### src/rtl/tird_pkg.sv
// Shared types and constants for the tape image record deframer.
package tird_pkg;

  localparam int unsigned LEN_W = 24;

  localparam logic [31:0] MARK_EOM      = 32'hFFFF_FFFF;
  localparam logic [31:0] MARK_GAP      = 32'hFFFF_FFFE;
  localparam logic [31:0] MARK_TAPEMARK = 32'h0000_0000;
  localparam logic [31:0] RSVD_MASK     = 32'h7F00_0000;

  typedef enum logic [2:0] {
    EV_DATA  = 3'd0,
    EV_START = 3'd1,
    EV_END   = 3'd2,
    EV_MARK  = 3'd3,
    EV_GAP   = 3'd4,
    EV_EOM   = 3'd5,
    EV_ERR   = 3'd6
  } event_t;

  typedef enum logic [2:0] {
    ERR_NONE     = 3'd0,
    ERR_RESERVED = 3'd1,
    ERR_ZERO_LEN = 3'd2,
    ERR_TRAIL    = 3'd3,
    ERR_NO_EOM   = 3'd4
  } err_t;

  typedef enum logic [3:0] {
    PH_LEAD  = 4'b0001,
    PH_DATA  = 4'b0010,
    PH_PAD   = 4'b0100,
    PH_TRAIL = 4'b1000
  } phase_t;

  typedef struct packed {
    logic             valid;
    event_t           kind;
    logic [7:0]       data;
    logic [LEN_W-1:0] len;
    logic             bad;
    logic             last;
    err_t             err;
  } result_t;

  typedef struct packed {
    logic   stopped;
    phase_t phase;
  } status_t;

endpackage

### src/rtl/tird_ifs.sv
// Valid/ready channel interfaces for tape bytes and deframer events.
interface tird_in_if;
  logic       valid;
  logic       ready;
  logic [7:0] tape_byte;
  logic       end_of_data;
  modport source (output valid, tape_byte, end_of_data, input ready);
  modport sink (input valid, tape_byte, end_of_data, output ready);
endinterface

interface tird_out_if;
  logic        valid;
  logic        ready;
  logic [2:0]  event_kind;
  logic [7:0]  data_byte;
  logic [23:0] record_length;
  logic        record_had_errors;
  logic        last_in_record;
  logic [2:0]  error_code;
  modport source (output valid, event_kind, data_byte, record_length, record_had_errors,
                  last_in_record, error_code, input ready);
  modport sink (input valid, event_kind, data_byte, record_length, record_had_errors,
                last_in_record, error_code, output ready);
endinterface

### src/rtl/tird_core.sv
// Framing state and per-byte decode of markers, data and pad bytes.
module tird_core (
  input  logic                clk,
  input  logic                rst,
  input  logic                take,
  input  logic [7:0]          tape_byte,
  input  logic                end_of_data,
  output tird_pkg::result_t   res,
  output tird_pkg::status_t   status
);

  tird_pkg::phase_t                phase, phase_next;
  logic                            stopped, stopped_next;
  logic [1:0]                      idx, idx_next;
  logic [23:0]                     acc, acc_next;
  logic [tird_pkg::LEN_W-1:0]      len, len_next;
  logic [tird_pkg::LEN_W-1:0]      rem, rem_next;
  logic [31:0]                     marker;
  logic [tird_pkg::LEN_W-1:0]      rem_dec;

  assign marker  = {tape_byte, acc};
  assign rem_dec = rem - tird_pkg::LEN_W'(1);

  always_comb begin
    phase_next   = phase;
    stopped_next = stopped;
    idx_next     = idx;
    acc_next     = acc;
    len_next     = len;
    rem_next     = rem;
    res          = '0;
    res.kind     = tird_pkg::EV_DATA;
    res.err      = tird_pkg::ERR_NONE;
    if (!stopped) begin
      if (end_of_data) begin
        stopped_next = 1'b1;
        res.valid    = 1'b1;
        res.kind     = tird_pkg::EV_ERR;
        res.err      = tird_pkg::ERR_NO_EOM;
      end else begin
        unique case (phase)
          tird_pkg::PH_LEAD, tird_pkg::PH_TRAIL: begin
            if (idx != 2'd3) begin
              acc_next[{idx, 3'b000} +: 8] = tape_byte;
              idx_next = idx + 2'd1;
            end else begin
              idx_next = 2'd0;
              acc_next = '0;
              res.valid = 1'b1;
              if (phase == tird_pkg::PH_TRAIL) begin
                phase_next = tird_pkg::PH_LEAD;
                if (marker[23:0] != len) begin
                  stopped_next = 1'b1;
                  res.kind     = tird_pkg::EV_ERR;
                  res.err      = tird_pkg::ERR_TRAIL;
                end else begin
                  res.kind = tird_pkg::EV_END;
                  res.len  = len;
                end
              end else begin
                priority if (marker == tird_pkg::MARK_EOM) begin
                  stopped_next = 1'b1;
                  res.kind     = tird_pkg::EV_EOM;
                end else if (marker == tird_pkg::MARK_GAP) begin
                  res.kind = tird_pkg::EV_GAP;
                end else if (marker == tird_pkg::MARK_TAPEMARK) begin
                  res.kind = tird_pkg::EV_MARK;
                end else if ((marker & tird_pkg::RSVD_MASK) != '0) begin
                  stopped_next = 1'b1;
                  res.kind     = tird_pkg::EV_ERR;
                  res.err      = tird_pkg::ERR_RESERVED;
                end else if (marker[23:0] == '0) begin
                  stopped_next = 1'b1;
                  res.kind     = tird_pkg::EV_ERR;
                  res.err      = tird_pkg::ERR_ZERO_LEN;
                end else begin
                  len_next   = marker[23:0];
                  rem_next   = marker[23:0];
                  phase_next = tird_pkg::PH_DATA;
                  res.kind   = tird_pkg::EV_START;
                  res.len    = marker[23:0];
                  res.bad    = marker[31];
                end
              end
            end
          end
          tird_pkg::PH_DATA: begin
            rem_next  = rem_dec;
            res.valid = 1'b1;
            res.data  = tape_byte;
            if (rem_dec == '0) begin
              phase_next = len[0] ? tird_pkg::PH_PAD : tird_pkg::PH_TRAIL;
              idx_next   = 2'd0;
              acc_next   = '0;
              res.last   = 1'b1;
            end
          end
          tird_pkg::PH_PAD: begin
            phase_next = tird_pkg::PH_TRAIL;
          end
          default: begin
            phase_next = tird_pkg::PH_LEAD;
          end
        endcase
      end
    end
  end

  always_ff @(posedge clk) begin
    if (rst) begin
      phase   <= tird_pkg::PH_LEAD;
      stopped <= 1'b0;
      idx     <= 2'd0;
      acc     <= '0;
    end else if (take) begin
      phase   <= phase_next;
      stopped <= stopped_next;
      idx     <= idx_next;
      acc     <= acc_next;
    end
  end

  always_ff @(posedge clk) begin
    if (take) begin
      len <= len_next;
      rem <= rem_next;
    end
  end

  assign status.stopped = stopped;
  assign status.phase   = phase;

endmodule

### src/rtl/tird_out_reg.sv
// Result register between the decode logic and the event channel.
module tird_out_reg (
  input  logic              clk,
  input  logic              rst,
  input  logic              load,
  input  tird_pkg::result_t res_in,
  input  logic              sink_ready,
  output logic              room,
  output logic              valid,
  output tird_pkg::result_t held
);

  assign room = !valid || sink_ready;

  always_ff @(posedge clk) begin
    if (rst) begin
      valid <= 1'b0;
    end else if (load && res_in.valid) begin
      valid <= 1'b1;
    end else if (sink_ready) begin
      valid <= 1'b0;
    end
  end

  always_ff @(posedge clk) begin
    if (load && res_in.valid) begin
      held <= res_in;
    end
  end

endmodule

### src/rtl/tape_image_record_deframer_unit.sv
// Top level of the tape image record deframer.
//
//   channel  dir  contents
//   tape     in   tape_byte, end_of_data
//   events   out  event_kind, data_byte, record_length, record_had_errors,
//                 last_in_record, error_code
//
// One byte per cycle while tape.ready; results reach events the next cycle.
// The decode of a byte and the result register form the only stage.
// tape.ready is low only while a held result waits on events.ready.
// Synchronous reset returns to awaiting a leading marker.
module tape_image_record_deframer_unit (
  input  logic              clk,
  input  logic              rst,
  tird_in_if.sink           tape,
  tird_out_if.source        events
);

  tird_pkg::result_t res;
  tird_pkg::result_t held;
  tird_pkg::status_t status;
  logic              room;
  logic              take;

  assign take       = tape.valid && room;
  assign tape.ready = room;

  tird_core u_core (
    .clk         (clk),
    .rst         (rst),
    .take        (take),
    .tape_byte   (tape.tape_byte),
    .end_of_data (tape.end_of_data),
    .res         (res),
    .status      (status)
  );

  tird_out_reg u_out (
    .clk        (clk),
    .rst        (rst),
    .load       (take),
    .res_in     (res),
    .sink_ready (events.ready),
    .room       (room),
    .valid      (events.valid),
    .held       (held)
  );

  assign events.event_kind        = held.kind;
  assign events.data_byte         = held.data;
  assign events.record_length     = held.len;
  assign events.record_had_errors = held.bad;
  assign events.last_in_record    = held.last;
  assign events.error_code        = held.err;

  a_stop_sticky: assert property (@(posedge clk) disable iff (rst)
    status.stopped |=> status.stopped)
    else $error("stopped flag cleared without reset");

  a_stop_on_final: assert property (@(posedge clk) disable iff (rst)
    (take && res.valid && (res.kind == tird_pkg::EV_EOM || res.kind == tird_pkg::EV_ERR))
    |=> status.stopped)
    else $error("error or end of medium did not stop the deframer");

  a_silent_when_stopped: assert property (@(posedge clk) disable iff (rst)
    status.stopped |-> !res.valid)
    else $error("result produced after stop");

  a_last_only_data: assert property (@(posedge clk) disable iff (rst)
    (res.valid && res.last) |-> (res.kind == tird_pkg::EV_DATA))
    else $error("last flag on a non-data event");

endmodule
### src/flat_wrapper.sv
// flat-port wrapper written by rule: the top's interface ports become plain ports
module tape_image_record_deframer_unit_flat 
  (clk, rst, tape_valid, tape_tape_byte, tape_end_of_data, tape_ready, events_valid, events_event_kind, events_data_byte, events_record_length, events_record_had_errors, events_last_in_record, events_error_code, events_ready);
  tird_in_if tape_i ();
  tird_out_if events_i ();
  input  logic clk;
  input  logic rst;
  input wire logic [$bits(tape_i.valid)-1:0] tape_valid;
  input wire logic [$bits(tape_i.tape_byte)-1:0] tape_tape_byte;
  input wire logic [$bits(tape_i.end_of_data)-1:0] tape_end_of_data;
  output wire logic [$bits(tape_i.ready)-1:0] tape_ready;
  output wire logic [$bits(events_i.valid)-1:0] events_valid;
  output wire logic [$bits(events_i.event_kind)-1:0] events_event_kind;
  output wire logic [$bits(events_i.data_byte)-1:0] events_data_byte;
  output wire logic [$bits(events_i.record_length)-1:0] events_record_length;
  output wire logic [$bits(events_i.record_had_errors)-1:0] events_record_had_errors;
  output wire logic [$bits(events_i.last_in_record)-1:0] events_last_in_record;
  output wire logic [$bits(events_i.error_code)-1:0] events_error_code;
  input wire logic [$bits(events_i.ready)-1:0] events_ready;
  assign tape_i.valid = tape_valid;
  assign tape_i.tape_byte = tape_tape_byte;
  assign tape_i.end_of_data = tape_end_of_data;
  assign tape_ready = tape_i.ready;
  assign events_valid = events_i.valid;
  assign events_event_kind = events_i.event_kind;
  assign events_data_byte = events_i.data_byte;
  assign events_record_length = events_i.record_length;
  assign events_record_had_errors = events_i.record_had_errors;
  assign events_last_in_record = events_i.last_in_record;
  assign events_error_code = events_i.error_code;
  assign events_i.ready = events_ready;
  tape_image_record_deframer_unit u_core (.clk(clk), .rst(rst), .tape(tape_i), .events(events_i));
endmodule
### config.mk
export PLATFORM = sky130hd
export DESIGN_NAME = tape_image_record_deframer_unit_flat
export DESIGN_NICKNAME = d
export VERILOG_FILES = /design/src/rtl/tird_pkg.sv /design/src/rtl/tird_ifs.sv /design/src/rtl/tird_core.sv /design/src/rtl/tird_out_reg.sv /design/src/rtl/tape_image_record_deframer_unit.sv /design/src/flat_wrapper.sv
export SDC_FILE = /design/constraint.sdc
export NUM_CORES = 1
export LEC_CHECK = 0
export BUFFER_PORTS_ARGS = -buffer_cell sky130_fd_sc_hd__clkbuf_2
export CAP_MARGIN = 0
export CORE_MARGIN = 5
export CORE_UTILIZATION = 45
export DETAILED_ROUTE_END_ITERATION = 7
export PLACE_DENSITY = 0.69
export SYNTH_ARGS = -nofsm -noshare
export SYNTH_HDL_FRONTEND = slang
export SYNTH_SLANG_ARGS = --single-unit
### constraint.sdc
create_clock -name clk -period 5.9 [get_ports clk]
set_input_delay 0.885 -clock clk [delete_from_list [all_inputs] [get_ports clk]]
set_output_delay 0.885 -clock clk [all_outputs]
set_load 0.03 [all_outputs]
==> impl_metrics.env, run 1 <==
export IMPL_grt_overflow=0
export IMPL_h_tree_depth=4
export IMPL_switchingPower_w=0.000425
export IMPL_m1WireLength_um=6370
export IMPL_cp_top_family="simple AND/OR/NAND/NOR gates"
export IMPL_fp_row_count=42
export IMPL_setup_ws_ns=2.07
export IMPL_ir_worst_vdd_mv=0.203
export IMPL_synth_top_area_cell="edfxtp_1"
export IMPL_status="complete, no violations"
export IMPL_cts_hold_buf=0
export IMPL_clock_root_buffer="clkbuf_16"
export IMPL_syn_area_per_cell_um2=10.4
export IMPL_yosysSeqAreaShare_pct=53.8
export IMPL_port_buffers=54
export IMPL_ys_ff_latch=120
export IMPL_place_congestion=0.903
export IMPL_syn_area_mm2=0.00610
export IMPL_top_layer="met4"
export IMPL_end_kind="flop"
export IMPL_synth_edf_count=88
export IMPL_cts_buffers=17
export IMPL_relSlewSlack_pct=17.3
export IMPL_ctsResizeCount=0
export IMPL_pwr_share_seq_pct=44.8
export IMPL_yosysTopAreaCellShare_pct=43.3
export IMPL_cts_tree="done"
export IMPL_critPathSlowestCell="o21ai_2"
export IMPL_nFillCells=1146
export IMPL_vias_per_cell=5.98
export IMPL_mostFrequentLayoutCell="edfxtp_1"
export IMPL_pwr_share_comb_pct=4.4
export IMPL_diodes=0
export IMPL_intPower_w=0.00164
export IMPL_grt_pass1_wl_um=24100
export IMPL_power_density_mw_per_mm2=291
export IMPL_clkSinkCount=120
export IMPL_drt_iter0_drc=512
export IMPL_crit_chain="nor4_1, nand3_1, o31a_1, nor4_1, nand4_1, o21ai_2, a311oi_1"
export IMPL_pre_cts_slack_ns=1.85
export IMPL_crit_type="reg -> reg"
export IMPL_insertion_delay_ns=0.41
export IMPL_synthArstFlopShare_pct=0
export IMPL_io_pins=55
export IMPL_worstHoldPathType="reg -> reg"
export IMPL_start_util_pct=45.9
export IMPL_grt_max_degree=62
export IMPL_wire_per_inst_um=18.1
export IMPL_die_y_um=126
export IMPL_critPathMaxFanout=29
export IMPL_nets=651
export IMPL_ff2ff_setup_slack_ns=2.07
export IMPL_dp_hpwl_um=10200
export IMPL_start_kind="flop"
export IMPL_postCtsSetupRepairBufs=0
export IMPL_cap_violations=0
export IMPL_vias=4907
export IMPL_critPathCapture="u_core.u_core.acc[23]$_SDFFE_PP0P_"
export IMPL_worst_pin_slew_ns=1.24
export IMPL_syn_to_final_growth_pct=16.2
export IMPL_crit_top_cell="nor4_1"
export IMPL_crit_arrival_ns=4.04
export IMPL_firstDrtPassIters=7
export IMPL_synth_top_flop_cell="edfxtp_1"
export IMPL_cts_clk_slew_worst_paths_ns=0.05
export IMPL_antenna_found_initial=0
export IMPL_die_w_um=126
export IMPL_yosys_cell_types_count=53
export IMPL_synth_fp_nets=605
export IMPL_max_stage_delay_ns=0.96
export IMPL_reg2reg_from="u_core.u_core.rem[10]$_DFFE_PP_"
export IMPL_fmax_mhz=261
export IMPL_swShare_pct=20.6
export IMPL_dr_wl_met2_um=7100
export IMPL_dr_wl_met3_um=1070
export IMPL_final_cell_mix="88 x edfxtp_1, 74 x nor2_1, 62 x a21oi_1"
export IMPL_core_area_mm2=0.0133
export IMPL_grt_usage_pct=18.8
export IMPL_finalSetupViolCount=0
export IMPL_period_minus_slack_ns=3.83
export IMPL_synth_cells=586
export IMPL_yosysWarnings=0
export IMPL_slew_violations=0
export IMPL_clkPwrFrac_pct=50.8
export IMPL_finClkSkew_ns=0.00659
export IMPL_rsz0062_at_grt="no"
export IMPL_layout_drive_gt1_share_pct=15.8
export IMPL_ant_nets=0
export IMPL_finalSetupTns_ns=0
export IMPL_dieArea_mm2=0.0160
export IMPL_wirelength_um=14900
export IMPL_cts_path_max_buffers=2
export IMPL_period_share_pct=64.9
export IMPL_p_leak_nw=2.35
export IMPL_worst_r2r_path_depth=7
export IMPL_worstPathRequired_ns=6.11
export IMPL_power_w=0.00206
export IMPL_first_global_vias=4606
export IMPL_crit_buf_inv=0
export IMPL_r2r_end="u_core.u_core.acc[23]$_SDFFE_PP0P_"
export IMPL_synth_area_leaders="edfxtp_1 43%, dfxtp_1 10%, a21oi_1 5.2%"
export IMPL_drc=0
export IMPL_cp_depth=7
export IMPL_setup_worst_path_start="u_core.u_core.rem[10]$_DFFE_PP_"
export IMPL_hold_viol=0
[per-stage QoR]
| step | utilization (%) | hold slack (ns) | instances | area, um2 |
|---|---|---|---|---|
| final | 53.3 | 0.562 | 820 | 7090 |
| after global routing | 53.3 | 0.608 | 820 | 7090 |
| after CTS | 53.3 | 0.575 | 820 | 7090 |
| after detailed placement | 48.9 | 0.560 | 789 | 6500 |
| after global placement | 48.9 | 0.532 | 789 | 6500 |
| after floorplan | - | 0.406 | 586 | 6100 |
[routing by layer]
layer  vias up  track usage, %
li1       2327               -
met1      2374            25.0
met2       183            29.6
met3        23            5.09
met4         0            7.00
met5         -               0
[power by group through the flow]
stage                     sequential [W]  combinational, W  clock (W)
after floorplan                 0.000960         0.0000414          0
after global placement          0.000939         0.0000890          0
after detailed placement        0.000940         0.0000908          0
after CTS                       0.000923         0.0000912    0.00106
after global routing            0.000923         0.0000984    0.00111
final                           0.000923         0.0000914    0.00105
[layout make-up]
cell class	instances	area, um2	share of cell area, %
Sequential cell	120	3280	46.3
Multi-Input combinational cell	422	2640	37.2
Clock buffer	20	437	6.16
Timing Repair Buffer	60	315	4.45
Tap cell	176	220	3.11
Clock inverter	11	155	2.19
Inverter	11	41.3	0.582
[synthesized netlist by cell type (10+ instances only)]
| master | number |
|---|---|
| xor2_1 | 18 |
| nor2b_1 | 11 |
| a211oi_1 | 10 |
| nand4_1 | 19 |
| dfxtp_1 | 32 |
| xnor2_1 | 25 |
| a21oi_1 | 63 |
| nor4_1 | 22 |
| nor3_1 | 11 |
| a311oi_1 | 17 |
| a22oi_1 | 24 |
| inv_1 | 11 |
| nand2_1 | 34 |
| edfxtp_1 | 88 |
| clkbuf_1 | 24 |
| nor2_1 | 75 |
[logic make-up after synthesis]
logic type	count (synthesis)	share of synthesized area [%]
XOR/XNOR	43	6.17
flip-flops	120	53.8
AO/OA/AOI/OAI	143	15.2
multiplexers	3	0.553
buffers and inverters	44	3.24
AND/OR/NAND/NOR	227	19.8
adder cells (fa/ha/maj)	6	1.23
[worst reg2reg max path, stage by stage (launching register included)]
cell,delay (ns)
edfxtp_1,0.47
nor4_1,0.82
nand3_1,0.35
o31a_1,0.36
nor4_1,0.28
nand4_1,0.15
o21ai_2,0.96
a311oi_1,0.24
[registers in the layout, indices dropped and copies added (netlist names)]
name	cells
u_core.u_out.held	40
u_core.u_core.acc	24
u_core.u_core.len	24
u_core.u_core.rem	24
u_core.u_core.phase	4
u_core.u_core.idx	2
u_core.u_core.stopped	1
u_core.u_out.valid	1
[worst min path at each step]
stage,start,end,cells after the start
floorplan,u_core.u_core.acc[0]$_SDFFE_PP0P_,u_core.u_core.len[0]$_DFFE_PP_,0
CTS,u_core.u_core.stopped$_SDFFE_PP0P_,u_core.u_out.held[2]$_SDFFCE_PP0P_,1
global placement,u_core.u_core.idx[1]$_SDFFE_PP0P_,u_core.u_core.idx[1]$_SDFFE_PP0P_,2
finish,u_core.u_core.idx[1]$_SDFFE_PP0P_,u_core.u_core.idx[1]$_SDFFE_PP0P_,2
global route,u_core.u_core.idx[1]$_SDFFE_PP0P_,u_core.u_core.idx[1]$_SDFFE_PP0P_,2
detailed placement,u_core.u_core.stopped$_SDFFE_PP0P_,u_core.u_out.held[2]$_SDFFCE_PP0P_,1
(Power assumes the default switching activity.)
==> inputs of run 2 (changes only) <==
==> constraint.sdc (replaced) <==
create_clock -name clk -period 3.8 [get_ports clk]
set_input_delay 0.57 -clock clk [delete_from_list [all_inputs] [get_ports clk]]
set_output_delay 0.57 -clock clk [all_outputs]
set_load 0.03 [all_outputs]
==> impl_metrics.env, run 2 (synthesized netlist as in run 1, its figures left out) <==
export IMPL_cts_hold_buf=0
export IMPL_mostFrequentLayoutCell="edfxtp_1"
export IMPL_ir_worst_vdd_mv=0.278
export IMPL_grt_overflow=0
export IMPL_place_congestion=0.844
export IMPL_cp_depth=8
export IMPL_h_tree_depth=4
export IMPL_cp_top_family="simple AND/OR/NAND/NOR gates"
export IMPL_finalSetupViolCount=0
export IMPL_nets=658
export IMPL_port_buffers=54
export IMPL_worst_pin_slew_ns=1.21
export IMPL_finClkSkew_ns=0.00915
export IMPL_setup_ws_ns=0.796
export IMPL_wire_per_inst_um=18.5
export IMPL_dpl_instance_area_mm2=0.00655
export IMPL_wirelength_um=15300
export IMPL_period_minus_slack_ns=3.00
export IMPL_cts_path_max_buffers=2
export IMPL_worstPathRequired_ns=4.06
export IMPL_power_w=0.00312
export IMPL_io_pins=55
export IMPL_crit_type="reg -> reg"
export IMPL_finalSetupTns_ns=0
export IMPL_fmax_mhz=333
export IMPL_start_util_pct=45.9
export IMPL_hold_viol=0
export IMPL_holdPathStages=3
export IMPL_cap_violations=0
export IMPL_dieArea_mm2=0.0160
export IMPL_critPathSlowestCell="nor4_2"
export IMPL_die_w_um=126
export IMPL_top_register="u_core.u_out.held"
export IMPL_cts_tree="done"
export IMPL_crit_chain="nor4_2, nand2_1, o31a_1, nor4_1, nand4_1, o21ai_2, buf_4, a311oi_1"
export IMPL_clock_root_buffer="clkbuf_16"
export IMPL_insertion_delay_ns=0.42
export IMPL_drc=0
export IMPL_final_cell_mix="88 x edfxtp_1, 74 x nor2_1, 62 x a21oi_1"
export IMPL_place_inst=796
export IMPL_largest_register_ffs=40
export IMPL_diodes=0
export IMPL_firstDrtPassIters=6
export IMPL_ant_nets=0
export IMPL_ff2ff_setup_slack_ns=0.80
export IMPL_crit_arrival_ns=3.26
export IMPL_grt_max_degree=61
export IMPL_antenna_found_initial=0
export IMPL_rsz0062_at_grt="no"
export IMPL_relSlewSlack_pct=18.6
export IMPL_fin_cells=828
export IMPL_vias=4972
export IMPL_dp_hpwl_um=10300
export IMPL_vias_per_cell=6.00
export IMPL_drt_iter0_drc=547
export IMPL_pre_cts_slack_ns=0.576
export IMPL_worst_r2r_path_depth=8
export IMPL_reg2reg_from="u_core.u_core.rem[0]$_DFFE_PP_"
export IMPL_clkSinkCount=120
export IMPL_fin_area_mm2=0.00713
export IMPL_critPathMaxFanout=29
export IMPL_first_global_vias=4817
export IMPL_grt_pass1_wl_um=24500
export IMPL_fp_row_count=42
export IMPL_ctsResizeCount=0
export IMPL_period_share_pct=79.1
export IMPL_core_area_mm2=0.0133
export IMPL_crit_buf_inv=1
export IMPL_status="complete, no violations"
export IMPL_die_y_um=126
export IMPL_hp_start="tape_valid"
export IMPL_power_density_mw_per_mm2=437
export IMPL_start_kind="flop"
export IMPL_syn_to_final_growth_pct=16.8
export IMPL_layout_drive_gt1_share_pct=17.0
export IMPL_cts_clk_slew_worst_paths_ns=0.06
export IMPL_grt_usage_pct=19.2
export IMPL_max_stage_delay_ns=0.56
export IMPL_p_leak_nw=2.38
export IMPL_setup_worst_path_start="u_core.u_core.rem[0]$_DFFE_PP_"
export IMPL_end_kind="flop"
export IMPL_worstHoldPathType="in -> reg"
export IMPL_postCtsSetupRepairBufs=0
export IMPL_cts_buffers=17
export IMPL_slew_violations=0
-- run 2: changes by cell type in the layout (fill, tap and decap cells not counted) --
cell and change:
bufinv_16 -4, inv_4 +1, clkbuf_16 +3, clkbuf_1 +1
clkbuf_8 +2, buf_4 +7, clkinv_1 -2
-- run 2: stage by stage --
stage / util (%) / hold slack [ns]
final: 53.6 / 0.512
after global routing: 53.6 / 0.513
after CTS: 53.6 / 0.499
after detailed placement: 49.3 / 0.557
after global placement: 49.3 / 0.546
after floorplan: - / 0.406
-- run 2: worst min-delay path, stage by stage --
cell,delay (ns)
clkbuf_2,0.11
a21oi_1,0.13
a211oi_1,0.07
-- run 2: worst paths after layout --
path                                         end
max           u_core.u_core.acc[19]$_SDFFE_PP0P_
max reg2reg   u_core.u_core.acc[19]$_SDFFE_PP0P_
min           u_core.u_core.stopped$_SDFFE_PP0P_
min reg2reg  u_core.u_out.held[38]$_SDFFCE_PP0P_
-- run 2: cell type report --
type                       count  area [um2]
multi-input combinational    422        2640
timing repair buffer          67         368
inverter                      11        41.3
fill                        1146        6170
sequential                   120        3280
tap                          176         220
clock inverter                 6        33.8
clock buffer                  26         543
-- run 2: per-layer routing --
metal,track usage (%),wire length [um],up-vias
met1,24.5,6440,2403
met3,5.38,1110,40
met4,7.76,454,0
met2,30.7,7330,196
met5,0,0,-
li1,-,-,2333
-- run 2: where the power goes --
part	internal [W]	switching, W	leakage [nW]
Sequential	0.00142	0.0000138	1.08
Combinational	0.0000398	0.000105	1.01
Clock	0.000981	0.000559	0.286
